$ cat config.mk
export PLATFORM = sky130hd
export DESIGN_NAME = markdown_checkbox_counter_unit
export DESIGN_NICKNAME = d
export VERILOG_FILES = /design/src/rtl/mcc_pkg.sv /design/src/rtl/mcc_line_scan.sv /design/src/rtl/mcc_tally_count.sv /design/src/rtl/markdown_checkbox_counter_unit.sv
export VERILOG_INCLUDE_DIRS = /design/src /design/src/rtl
export SDC_FILE = /design/constraint.sdc
export NUM_CORES = 1
export LEC_CHECK = 0
export BUFFER_PORTS_ARGS = -buffer_cell sky130_fd_sc_hd__buf_2
export CORE_ASPECT_RATIO = 0.8
export CORE_MARGIN = 8
export CORE_UTILIZATION = 40
export DETAILED_ROUTE_END_ITERATION = 8
export SYNTH_ARGS = -nofsm -noshare
export SYNTH_HDL_FRONTEND = slang
export SYNTH_SLANG_ARGS = --single-unit
$ cat constraint.sdc
create_clock -name clk_i -period 4.3 [get_ports clk_i]
set_input_delay 1.29 -clock clk_i [delete_from_list [all_inputs] [get_ports clk_i]]
set_output_delay 1.29 -clock clk_i [all_outputs]
set_load 0.1 [all_outputs]
$ cat src/rtl/assert_macros.svh
// Assertion macros shared by the checkbox counter RTL.
// Depends on nothing; included by the modules that carry assertions.
`ifndef ASSERT_MACROS_SVH
`define ASSERT_MACROS_SVH

// Property checked at every rising clock edge outside reset.
`define MCC_ASSERT(lbl, clk, rstn, prop) \
  lbl: assert property (@(posedge clk) disable iff (!rstn) (prop)) \
    else $error("%m: assertion failed");

// Antecedent in a given cycle implies consequent in the next cycle.
`define MCC_ASSERT_NEXT(lbl, clk, rstn, ante, cons) \
  lbl: assert property (@(posedge clk) disable iff (!rstn) (ante) |=> (cons)) \
    else $error("%m: assertion failed");

`endif

$ cat src/rtl/mcc_pkg.sv
// Package for the checkbox counter: count width, character codes and shared types.
// Depends on nothing; imported by every module of the block.
package mcc_pkg;

  localparam int unsigned COUNT_WIDTH = 16;
  localparam int unsigned OUT_COUNT_W = 16;
  localparam int unsigned EXT_W = (COUNT_WIDTH > OUT_COUNT_W) ? COUNT_WIDTH : OUT_COUNT_W;

  localparam logic [7:0] CH_DASH   = 8'h2D;
  localparam logic [7:0] CH_STAR   = 8'h2A;
  localparam logic [7:0] CH_PLUS   = 8'h2B;
  localparam logic [7:0] CH_SPACE  = 8'h20;
  localparam logic [7:0] CH_TAB    = 8'h09;
  localparam logic [7:0] CH_LBRACK = 8'h5B;
  localparam logic [7:0] CH_RBRACK = 8'h5D;
  localparam logic [7:0] CH_LOW_X  = 8'h78;
  localparam logic [7:0] CH_UP_X   = 8'h58;
  localparam logic [7:0] CH_CR     = 8'h0D;
  localparam logic [7:0] CH_LF     = 8'h0A;

  typedef logic [COUNT_WIDTH-1:0] count_t;

  typedef struct packed {
    logic tally;
    logic done;
  } tally_t;

endpackage

$ cat src/rtl/mcc_line_scan.sv
// Line scanner: phase and mark registers that recognise task-list lines.
// Depends on mcc_pkg and assert_macros.svh.
`include "assert_macros.svh"

module mcc_line_scan
  import mcc_pkg::*;
(
  input  logic       clk_i,
  input  logic       rst_ni,
  input  logic       adv_i,
  input  logic [7:0] byte_i,
  input  logic       last_i,
  output tally_t     tally_o
);

  typedef enum logic [2:0] {
    PH_LEAD, PH_BULLET, PH_GAP, PH_OPEN, PH_MARK, PH_CLOSE, PH_PENDCR, PH_SKIP
  } phase_e;

  typedef enum logic [1:0] {
    MARK_NONE, MARK_OPEN, MARK_DONE
  } mark_e;

  phase_e phase_q, phase_d, phase_n;
  mark_e  mark_q, mark_d, mark_n;
  logic   blank;
  logic   tally_line;

  assign blank = (byte_i == CH_SPACE) || (byte_i == CH_TAB);

  always_comb begin
    phase_n    = phase_q;
    mark_n     = mark_q;
    tally_line = 1'b0;
    if (byte_i == CH_LF) begin
      tally_line = (phase_q == PH_CLOSE) || (phase_q == PH_PENDCR);
      phase_n    = PH_LEAD;
      mark_n     = MARK_NONE;
    end else begin
      case (phase_q)
        PH_LEAD: begin
          if ((byte_i == CH_DASH) || (byte_i == CH_STAR) || (byte_i == CH_PLUS)) begin
            phase_n = PH_BULLET;
          end else if (!blank) begin
            phase_n = PH_SKIP;
          end
        end
        PH_BULLET: begin
          phase_n = blank ? PH_GAP : PH_SKIP;
        end
        PH_GAP: begin
          if (byte_i == CH_LBRACK) begin
            phase_n = PH_OPEN;
          end else if (!blank) begin
            phase_n = PH_SKIP;
          end
        end
        PH_OPEN: begin
          if (byte_i == CH_SPACE) begin
            mark_n  = MARK_OPEN;
            phase_n = PH_MARK;
          end else if ((byte_i == CH_LOW_X) || (byte_i == CH_UP_X)) begin
            mark_n  = MARK_DONE;
            phase_n = PH_MARK;
          end else begin
            phase_n = PH_SKIP;
          end
        end
        PH_MARK: begin
          phase_n = (byte_i == CH_RBRACK) ? PH_CLOSE : PH_SKIP;
        end
        PH_CLOSE: begin
          if (blank) begin
            tally_line = 1'b1;
            phase_n    = PH_SKIP;
          end else if (byte_i == CH_CR) begin
            phase_n = PH_PENDCR;
          end else begin
            phase_n = PH_SKIP;
          end
        end
        default: begin
          phase_n = PH_SKIP;
        end
      endcase
    end

    tally_o.tally = tally_line ||
                    (last_i && ((phase_n == PH_CLOSE) || (phase_n == PH_PENDCR)));
    tally_o.done  = (mark_q == MARK_DONE);

    if (last_i) begin
      phase_d = PH_LEAD;
      mark_d  = MARK_NONE;
    end else begin
      phase_d = phase_n;
      mark_d  = mark_n;
    end
  end

  always_ff @(posedge clk_i or negedge rst_ni) begin
    if (!rst_ni) begin
      phase_q <= PH_LEAD;
      mark_q  <= MARK_NONE;
    end else if (adv_i) begin
      phase_q <= phase_d;
      mark_q  <= mark_d;
    end
  end

  `MCC_ASSERT_NEXT(a_scan_clear_at_end, clk_i, rst_ni, adv_i && last_i,
                   (phase_q == PH_LEAD) && (mark_q == MARK_NONE))

endmodule

$ cat src/rtl/mcc_tally_count.sv
// Saturating counters for all checkbox lines and for done checkbox lines.
// Depends on mcc_pkg and assert_macros.svh.
`include "assert_macros.svh"

module mcc_tally_count
  import mcc_pkg::*;
(
  input  logic   clk_i,
  input  logic   rst_ni,
  input  logic   adv_i,
  input  logic   last_i,
  input  tally_t tally_i,
  output count_t total_o,
  output count_t done_o
);

  localparam count_t COUNT_MAX = '1;

  count_t total_q, total_n;
  count_t done_q, done_n;

  always_comb begin
    total_n = total_q;
    done_n  = done_q;
    if (tally_i.tally && (total_q != COUNT_MAX)) begin
      total_n = total_q + count_t'(1);
    end
    if (tally_i.tally && tally_i.done && (done_q != COUNT_MAX)) begin
      done_n = done_q + count_t'(1);
    end
  end

  assign total_o = total_n;
  assign done_o  = done_n;

  always_ff @(posedge clk_i or negedge rst_ni) begin
    if (!rst_ni) begin
      total_q <= '0;
      done_q  <= '0;
    end else if (adv_i) begin
      total_q <= last_i ? '0 : total_n;
      done_q  <= last_i ? '0 : done_n;
    end
  end

  `MCC_ASSERT(a_done_within_total, clk_i, rst_ni, done_q <= total_q)
  `MCC_ASSERT_NEXT(a_counts_clear_at_end, clk_i, rst_ni, adv_i && last_i,
                   (total_q == '0) && (done_q == '0))

endmodule

$ cat src/rtl/markdown_checkbox_counter_unit.sv
// Top level of the checkbox counter: input register, scanner, counters, output register.
// Depends on mcc_pkg, mcc_line_scan, mcc_tally_count and assert_macros.svh.
//
// The block takes a text body on the slave stream, one byte per word, with
// s_axis_tlast set on the final byte of the body. For every byte it returns
// one word on the master stream holding the running count of task-list lines
// and of checked task-list lines, both saturating. m_axis_tlast is set on the
// word for the final byte, whose counts are then final for the whole body;
// the counts and the line state clear afterwards for the next body.
// A byte passes through an input register and then through the scanner and
// counter logic into the output register. One byte is accepted per cycle while
// the receiver takes every result word, set by the single phase register
// update per byte. When the receiver stalls, the result word holds and the
// input register still takes one more byte; then s_axis_tready drops until
// the output is taken. Reset clears both registers' valid flags, the line
// phase and the counts; no word is lost across a stall.
`include "assert_macros.svh"

module markdown_checkbox_counter_unit
  import mcc_pkg::*;
(
  input  logic        clk_i,
  input  logic        rst_ni,
  input  logic        s_axis_tvalid,
  output logic        s_axis_tready,
  input  logic [7:0]  s_axis_tdata,   // [7:0] text_byte
  input  logic        s_axis_tlast,   // end_of_body
  output logic        m_axis_tvalid,
  input  logic        m_axis_tready,
  output logic [31:0] m_axis_tdata,   // [15:0] total_count, [31:16] done_count
  output logic        m_axis_tlast    // body_finished
);

  logic       in_v_q;
  logic [7:0] in_byte_q;
  logic       in_last_q;
  logic       out_v_q;
  logic [OUT_COUNT_W-1:0] out_total_q, out_done_q;
  logic       out_last_q;
  logic       out_free;
  logic       adv;
  tally_t     tally;
  count_t     total_n, done_n;
  logic [EXT_W-1:0] total_ext, done_ext;

  assign out_free      = !out_v_q || m_axis_tready;
  assign adv           = in_v_q && out_free;
  assign s_axis_tready = !in_v_q || out_free;

  mcc_line_scan u_scan (
    .clk_i   (clk_i),
    .rst_ni  (rst_ni),
    .adv_i   (adv),
    .byte_i  (in_byte_q),
    .last_i  (in_last_q),
    .tally_o (tally)
  );

  mcc_tally_count u_count (
    .clk_i   (clk_i),
    .rst_ni  (rst_ni),
    .adv_i   (adv),
    .last_i  (in_last_q),
    .tally_i (tally),
    .total_o (total_n),
    .done_o  (done_n)
  );

  assign total_ext = EXT_W'(total_n);
  assign done_ext  = EXT_W'(done_n);

  always_ff @(posedge clk_i or negedge rst_ni) begin
    if (!rst_ni) begin
      in_v_q <= 1'b0;
    end else if (s_axis_tvalid && s_axis_tready) begin
      in_v_q <= 1'b1;
    end else if (adv) begin
      in_v_q <= 1'b0;
    end
  end

  always_ff @(posedge clk_i) begin
    if (s_axis_tvalid && s_axis_tready) begin
      in_byte_q <= s_axis_tdata;
      in_last_q <= s_axis_tlast;
    end
  end

  always_ff @(posedge clk_i or negedge rst_ni) begin
    if (!rst_ni) begin
      out_v_q <= 1'b0;
    end else if (adv) begin
      out_v_q <= 1'b1;
    end else if (m_axis_tready) begin
      out_v_q <= 1'b0;
    end
  end

  always_ff @(posedge clk_i) begin
    if (adv) begin
      out_total_q <= total_ext[OUT_COUNT_W-1:0];
      out_done_q  <= done_ext[OUT_COUNT_W-1:0];
      out_last_q  <= in_last_q;
    end
  end

  assign m_axis_tvalid = out_v_q;
  assign m_axis_tdata  = {out_done_q, out_total_q};
  assign m_axis_tlast  = out_last_q;

  `MCC_ASSERT(a_stall_only_when_full, clk_i, rst_ni,
              s_axis_tready || (in_v_q && out_v_q && !m_axis_tready))
  `MCC_ASSERT_NEXT(a_advance_fills_output, clk_i, rst_ni, adv, out_v_q)

endmodule
==> results of run 1 <==
[through the flow]
step	utilization, %	hold slack [ps]	setup WS (ps)
after floorplan	-	424.4	850.6
after detailed placement	43.67	481.5	727.5
after global routing	46.11	531.8	586.7
after CTS	46.11	496.3	723.8
final	46.11	491.1	710.9
after global placement	43.67	478.3	767.7
[worst register-to-register path, cell delays in order, from the launching register on]
cell and delay (ps):
edfxtp_1 490, or3b_4 440, a2111o_1 460, and4_4 190, or3b_1 510, a311oi_4 830
mux2_2 420
[synthesized netlist by cell type, types with 3 or more instances]
cell | count | area share [%]
a211o_1 | 3 | 0.55
a211oi_1 | 5 | 0.79
a21oi_1 | 10 | 1.1
a221o_1 | 9 | 1.9
a22oi_1 | 4 | 0.63
a31o_2 | 4 | 0.74
and2_1 | 3 | 0.39
and3_1 | 20 | 2.6
and4_1 | 3 | 0.55
buf_6 | 3 | 0.71
clkbuf_1 | 29 | 2.3
dfrtp_1 | 39 | 21
edfxtp_1 | 42 | 27
inv_1 | 15 | 1.2
mux2_2 | 3 | 0.71
mux2i_1 | 6 | 1.3
nand2_1 | 42 | 3.3
nand2b_1 | 11 | 1.4
nand3_1 | 23 | 2.4
nand3b_1 | 3 | 0.47
nand4_1 | 21 | 2.8
nor2_1 | 25 | 2.0
nor2b_1 | 12 | 1.6
nor3_1 | 22 | 2.3
nor3b_1 | 6 | 0.95
nor4_1 | 5 | 0.66
nor4b_1 | 4 | 0.74
o211ai_1 | 9 | 1.4
o21ai_0 | 4 | 0.42
o311ai_0 | 6 | 1.1
or3_1 | 7 | 0.92
or4_1 | 3 | 0.47
xnor2_1 | 24 | 4.4
xor2_1 | 5 | 0.92
[layer usage]
metal / GRT usage, % / share of wire [%]
met2: 21.51 / 46
met1: 19.52 / 49
met5: 0 / 0
met3: 3.295 / 4.9
met4: 3.860 / 0.84
[final cells by class]
type / count / area, um2 / share of cell area (%)
clock buffers: 12 / 256.5 / 4.811
clock inverters: 4 / 26.28 / 0.4928
inverters: 15 / 56.30 / 1.056
multi-input cells: 342 / 2297 / 43.09
flip-flops and latches: 81 / 2237 / 41.96
well taps: 148 / 185.2 / 3.473
repair buffers: 52 / 272.8 / 5.116
[flip-flops by register name (all words and copies together), names as in the netlist]
signal,flops
out_total_q,16
in_v_q,1
u_scan.phase_q,3
u_count.total_q,16
u_count.done_q,16
m_axis_tlast,1
out_done_q,16
m_axis_tvalid,1
u_scan.mark_q,2
in_byte_q,8
in_last_q,1
[worst min path at each step]
stage	from	end	slack, ps	cells past startpoint
after detailed placement	u_scan.mark_q[1]$_DFFE_PN0P_	u_scan.mark_q[1]$_DFFE_PN0P_	480	2
after global routing	in_v_q$_DFFE_PN0P_	m_axis_tvalid$_DFFE_PN0P_	530	1
after floorplan	in_last_q$_DFFE_PP_	m_axis_tlast$_DFFE_PP_	420	0
final	u_scan.mark_q[1]$_DFFE_PN0P_	u_scan.mark_q[1]$_DFFE_PN0P_	490	2
after CTS	u_scan.mark_q[1]$_DFFE_PN0P_	u_scan.mark_q[1]$_DFFE_PN0P_	500	2
after global placement	in_v_q$_DFFE_PN0P_	m_axis_tvalid$_DFFE_PN0P_	480	1
[kinds of logic (layout without fill, tap and decap cells)]
group / Yosys count / after routing / synth area share, %
fa+ha+maj: 2 / 2 / 0.5264
flops: 81 / 81 / 47.07
simple gates: 222 / 222 / 25.95
mux: 10 / 10 / 2.211
buf+inv: 50 / 83 / 4.606
compound gates: 79 / 79 / 14.29
xor+xnor: 29 / 29 / 5.343
[power breakdown]
| group | switching, W | leakage (nW) | internal, W |
|---|---|---|---|
| clock network | 0.000312 | 0.139 | 0.000423 |
| logic | 0.000436 | 1.04 | 0.000145 |
| registers | 0.0000992 | 0.875 | 0.000926 |
==> impl_metrics.tcl, run 1 <==
set metrics [dict create \
    fin_skew_ps 7.737 \
    grt_pass1_wl_um 17840 \
    h-tree-depth 3 \
    crit_arrival_ps 3680 \
    final_max_slew_viol_count 0 \
    clk-insertion-delay-late_ps 340 \
    antenna_found_initial 0 \
    max_freq_mhz 278.6 \
    crit_family "compound AO/OA/AOI/OAI gates" \
    final_common_cell "buf_2" \
    drt-total-wl_um 10860 \
    fin_area_um2 5331 \
    status "complete, no violations" \
    initial_core_util_pct 41.11 \
    ys_ff_latch 81 \
    globalRouteOverflowTotal 0 \
    drv_cap 0 \
    fillers 1118 \
    ir_worst_vdd_mv 0.2400 \
    end_kind "flop" \
    tns_ps 0 \
    crit_slowest_cell "a311oi_4" \
    cts_repair_resize_count 0 \
    antennaDiodeCount 0 \
    cpPeakStageDelay_ps 830 \
    gp_congestion 0.9181 \
    drive_above_1_share_pct 17.00 \
    hold_class "flop to flop" \
    io_buffers 47 \
    synth_edf_count 42 \
    syn_nets 488 \
    cp.required_ps 4390 \
    crit_path_start_kind "flop" \
    numCtsBuffers 9 \
    die_area_um2 15650 \
    syn_area_um2 4753 \
    root_buffer "clkbuf_16" \
    io_pins 48 \
    r2r_start "in_byte_q[0]$_DFFE_PP_" \
    yosysWarningCount 0 \
    max_slew.worst_pin.slew_ps 988.2 \
    grt_pass1_vias 3571 \
    async_reset_ff_share_pct 48.15 \
    grt_start_max_net_pins 52 \
    path_max_fanout 17 \
    slew_headroom_pct 32.42 \
    post_dp_cell_area_um2 5049 \
    ys_seq_area_share_pct 47.07 \
    syn_to_final_growth_pct 12.16 \
    rrSetupSlack_ps 710 \
    detail_route.first_pass.iterations 4 \
    dieWidth_um 137.9 \
    drc 0 \
    coreArea_um2 11560 \
    syn_avg_cell_area_um2 10.05 \
    rr_worst_depth 6 \
    ys_types 65 \
    path_class "flop to flop" \
    fin_cells 654 \
    fin_nets 516 \
    ys.flop_type "edfxtp_1" \
    power_w 0.002341 \
    cts.sinks 81 \
    cts_tree "built" \
    clockBufferDepth 2 \
    hold_buffers 0 \
    hold_viol_final 0 \
    period_share_pct 83.47 \
    die_h_um 113.5 \
    rsz0062_at_grt "no" \
    ant_nets 0 \
    dp.cells 638 \
    p_leak_nw 2.054 \
    crit_path_end "out_total_q[1]$_DFFE_PP_" \
    cp.depth 6 \
    setup_violations 0 \
    postCtsSetupRepairBufs 0 \
    layout_common_cells "buf_2, nand2_1, edfxtp_1, dfrtp_1, nor2_1" \
    grt.total_usage_pct 14.11 \
    vias 3783 \
    drtIter0Drc 309 \
    fp-row-count 35 \
    hpwl_um 7258 \
    rr_endpoint "out_total_q[1]$_DFFE_PP_" \
    cp-startpoint "in_byte_q[0]$_DFFE_PP_" \
    min_period_ps 3589 \
    cts.clk_slew.worst_paths_ps 60 \
    powerDensity_nw_per_um2 439.1 \
    vias_per_cell 5.784 \
    crit_chain "or3b_4, a2111o_1, and4_4, or3b_1, a311oi_4, mux2_2" \
    worst-path-buf-inv 0 \
    postSynthCellCount 473 \
    routedWlPerCell_um 16.60 \
]
No activity file was read; power rests on OpenSTA's default activity.
==> run 2: changes to the inputs <==
--- a/config.mk
+++ b/config.mk
@@ -6,6 +6,7 @@
 export SDC_FILE = /design/constraint.sdc
 export NUM_CORES = 1
 export LEC_CHECK = 0
+export ABC_AREA = 1
 export BUFFER_PORTS_ARGS = -buffer_cell sky130_fd_sc_hd__buf_2
 export CORE_ASPECT_RATIO = 0.8
 export CORE_MARGIN = 8
==> constraint.sdc (replaced) <==
create_clock -name clk_i -period 3.5 [get_ports clk_i]
set_input_delay 1.05 -clock clk_i [delete_from_list [all_inputs] [get_ports clk_i]]
set_output_delay 1.05 -clock clk_i [all_outputs]
set_load 0.1 [all_outputs]
==> impl_metrics.tcl, run 2 <==
set metrics [dict create \
    rr_worst_depth 12 \
    drive_above_1_share_pct 18.09 \
    postCtsSetupRepairBufs 0 \
    setup_slack_ps 754.7 \
    gp_congestion 0.8552 \
    min_period_ps 2745 \
    seqCellArea_um2 2237 \
    crit_arrival_ps 1700 \
    fin_area_um2 5109 \
    slew_headroom_pct 38.49 \
    path_max_fanout 3 \
    clk-insertion-delay-late_ps 330 \
    rr_endpoint "out_done_q[3]$_DFFE_PP_" \
    ir_worst_vdd_mv 0.4917 \
    io_buffers 47 \
    routedWlPerCell_um 12.79 \
    coreArea_um2 10760 \
    max_freq_mhz 364.3 \
    clockBufferDepth 2 \
    ys_types 36 \
    path_class "primary input to output port" \
    hpwl_um 6544 \
    globalRouteOverflowTotal 0 \
    syn_avg_cell_area_um2 8.400 \
    ys_top_cells_by_area "edfxtp_1, dfrtp_1, nand2_1" \
    whs_ps 484.2 \
    synth_common_cells "nand2_1, inv_1, nand3_1" \
    yosysTopAreaCellShare_pct 28.87 \
    ys_seq_area_share_pct 51.22 \
    synth_edf_count 42 \
    cts.clk_slew.worst_paths_ps 60 \
    rrSetupSlack_ps 940 \
    detail_route.first_pass.iterations 5 \
    fin_skew_ps 7.701 \
    yosysWarningCount 0 \
    syn_to_final_growth_pct 16.96 \
    p_leak_nw 2.350 \
    grt_pass1_wl_um 16300 \
    layout_common_cells "nand2_1, inv_1, buf_2, nand3_1, edfxtp_1" \
    end_kind "output port" \
    syn_nets 535 \
    drv_cap 0 \
    synth_most_common_cell "nand2_1" \
    setup_violations 0 \
    hold_viol_final 0 \
    period_share_pct 78.44 \
    grt_pass1_vias 3456 \
    h-tree-depth 3 \
    drc 0 \
    vias 3501 \
    r2r_start "in_byte_q[2]$_DFFE_PP_" \
    ant_nets 0 \
    dieWidth_um 132.8 \
    root_buffer "clkbuf_16" \
    hold_class "flop to flop" \
    tns_ps 0 \
    final_common_cell "nand2_1" \
    cts.sinks 81 \
    grt.total_usage_pct 13.65 \
    antennaDiodeCount 0 \
    vias_per_cell 4.869 \
    die_area_um2 14540 \
    grt_start_max_net_pins 40 \
    fillers 1023 \
    powerDensity_nw_per_um2 746.3 \
    cp.required_ps 2450 \
    multiInputGateArea_um2 1805 \
    cts_repair_resize_count 0 \
    drtIter0Drc 196 \
    ys_ff_latch 81 \
    max_slew.worst_pin.slew_ps 922.6 \
    io_pins 48 \
    rsz0062_at_grt "no" \
    status "complete, no violations" \
    fin_nets 585 \
    syn_area_um2 4368 \
    ys.flop_type "edfxtp_1" \
    cts_tree "built" \
    crit_path_end "s_axis_tready" \
    hold_buffers 0 \
    place_ws_ps 753.3 \
    cp-startpoint "m_axis_tready" \
    final_max_slew_viol_count 0 \
    drt-total-wl_um 9195 \
    post_dp_cell_area_um2 4751 \
    postSynthCellCount 520 \
    async_reset_ff_share_pct 48.15 \
    numCtsBuffers 9 \
    die_h_um 109.5 \
    antenna_found_initial 0 \
    fp-row-count 34 \
    crit_path_start_kind "primary input" \
    synth.largest_area_cell "edfxtp_1" \
    initial_core_util_pct 40.58 \
]
==> run 2: cell types whose count changed after synthesis, moves of 11 or more <==
cell      change
nand3_1      +22
and3_1       -19
nor2b_1      -12
o21ai_2      +12
inv_1        +46
nand2_1     +135
xnor2_1      -20
nand2b_1     -11
clkbuf_1     -23
==> run 2: cell type report <==
| cell class | instances | area share (%) |
|---|---|---|
| clock buffer | 9 | 4.409 |
| clock inverter | 7 | 2.596 |
| inverter | 64 | 4.702 |
| multi-input combinational | 360 | 35.34 |
| sequential | 81 | 43.79 |
| tap | 144 | 3.527 |
| timing repair buffer | 54 | 5.633 |
==> run 2: worst max-delay path: stages <==
cell and delay, ps:
buf_2 70, inv_1 40, nand3_1 90, buf_2 440
==> run 2: logic make-up after synthesis <==
kind of cell / share of synthesized area (%)
xor+xnor: 2.807
flops: 51.22
fa+ha+maj: 0.5728
buf+inv: 7.505
compound gates: 4.440
simple gates: 33.46
==> run 2: per-layer routing <==
layer | vias up | track usage, % | part of all wire (%)
met4 | 0 | 5.012 | 0.89
met2 | 62 | 22.81 | 47
met1 | 1636 | 16.59 | 48
met5 | - | 0 | 0
met3 | 6 | 4.018 | 4.8
li1 | 1797 | - | -
==> run 2: worst min-delay path by stage <==
stage	startpoint	end	cells past startpoint
2_1_floorplan	u_count.done_q[8]$_DFFE_PN0P_	u_count.done_q[8]$_DFFE_PN0P_	2
3_3_place_gp	u_count.done_q[8]$_DFFE_PN0P_	u_count.done_q[8]$_DFFE_PN0P_	2
5_1_grt	u_count.done_q[8]$_DFFE_PN0P_	u_count.done_q[8]$_DFFE_PN0P_	2
3_5_place_dp	u_count.done_q[8]$_DFFE_PN0P_	u_count.done_q[8]$_DFFE_PN0P_	2
4_1_cts	u_count.done_q[8]$_DFFE_PN0P_	u_count.done_q[8]$_DFFE_PN0P_	2
6_report	u_count.done_q[8]$_DFFE_PN0P_	u_count.done_q[8]$_DFFE_PN0P_	2
==> run 2: report_power, final <==
group | internal (W) | switching, W | leakage, nW | total, W
registers | 0.00118 | 0.0000896 | 0.947 | 0.00127
logic | 0.000280 | 0.00114 | 1.23 | 0.00142
clock network | 0.000762 | 0.000360 | 0.174 | 0.00112
total | 0.00222 | 0.00159 | 2.35 | 0.00381
==> run 2: stage by stage <==
stage               util (%)  total power [W]  std cells
floorplan                  -         0.002503        520
global placement       44.14         0.002689        703
detailed placement     44.14         0.002707        703
CTS                    47.47         0.003846        719
global route           47.47         0.004028        719
finish                 47.47         0.003813        719
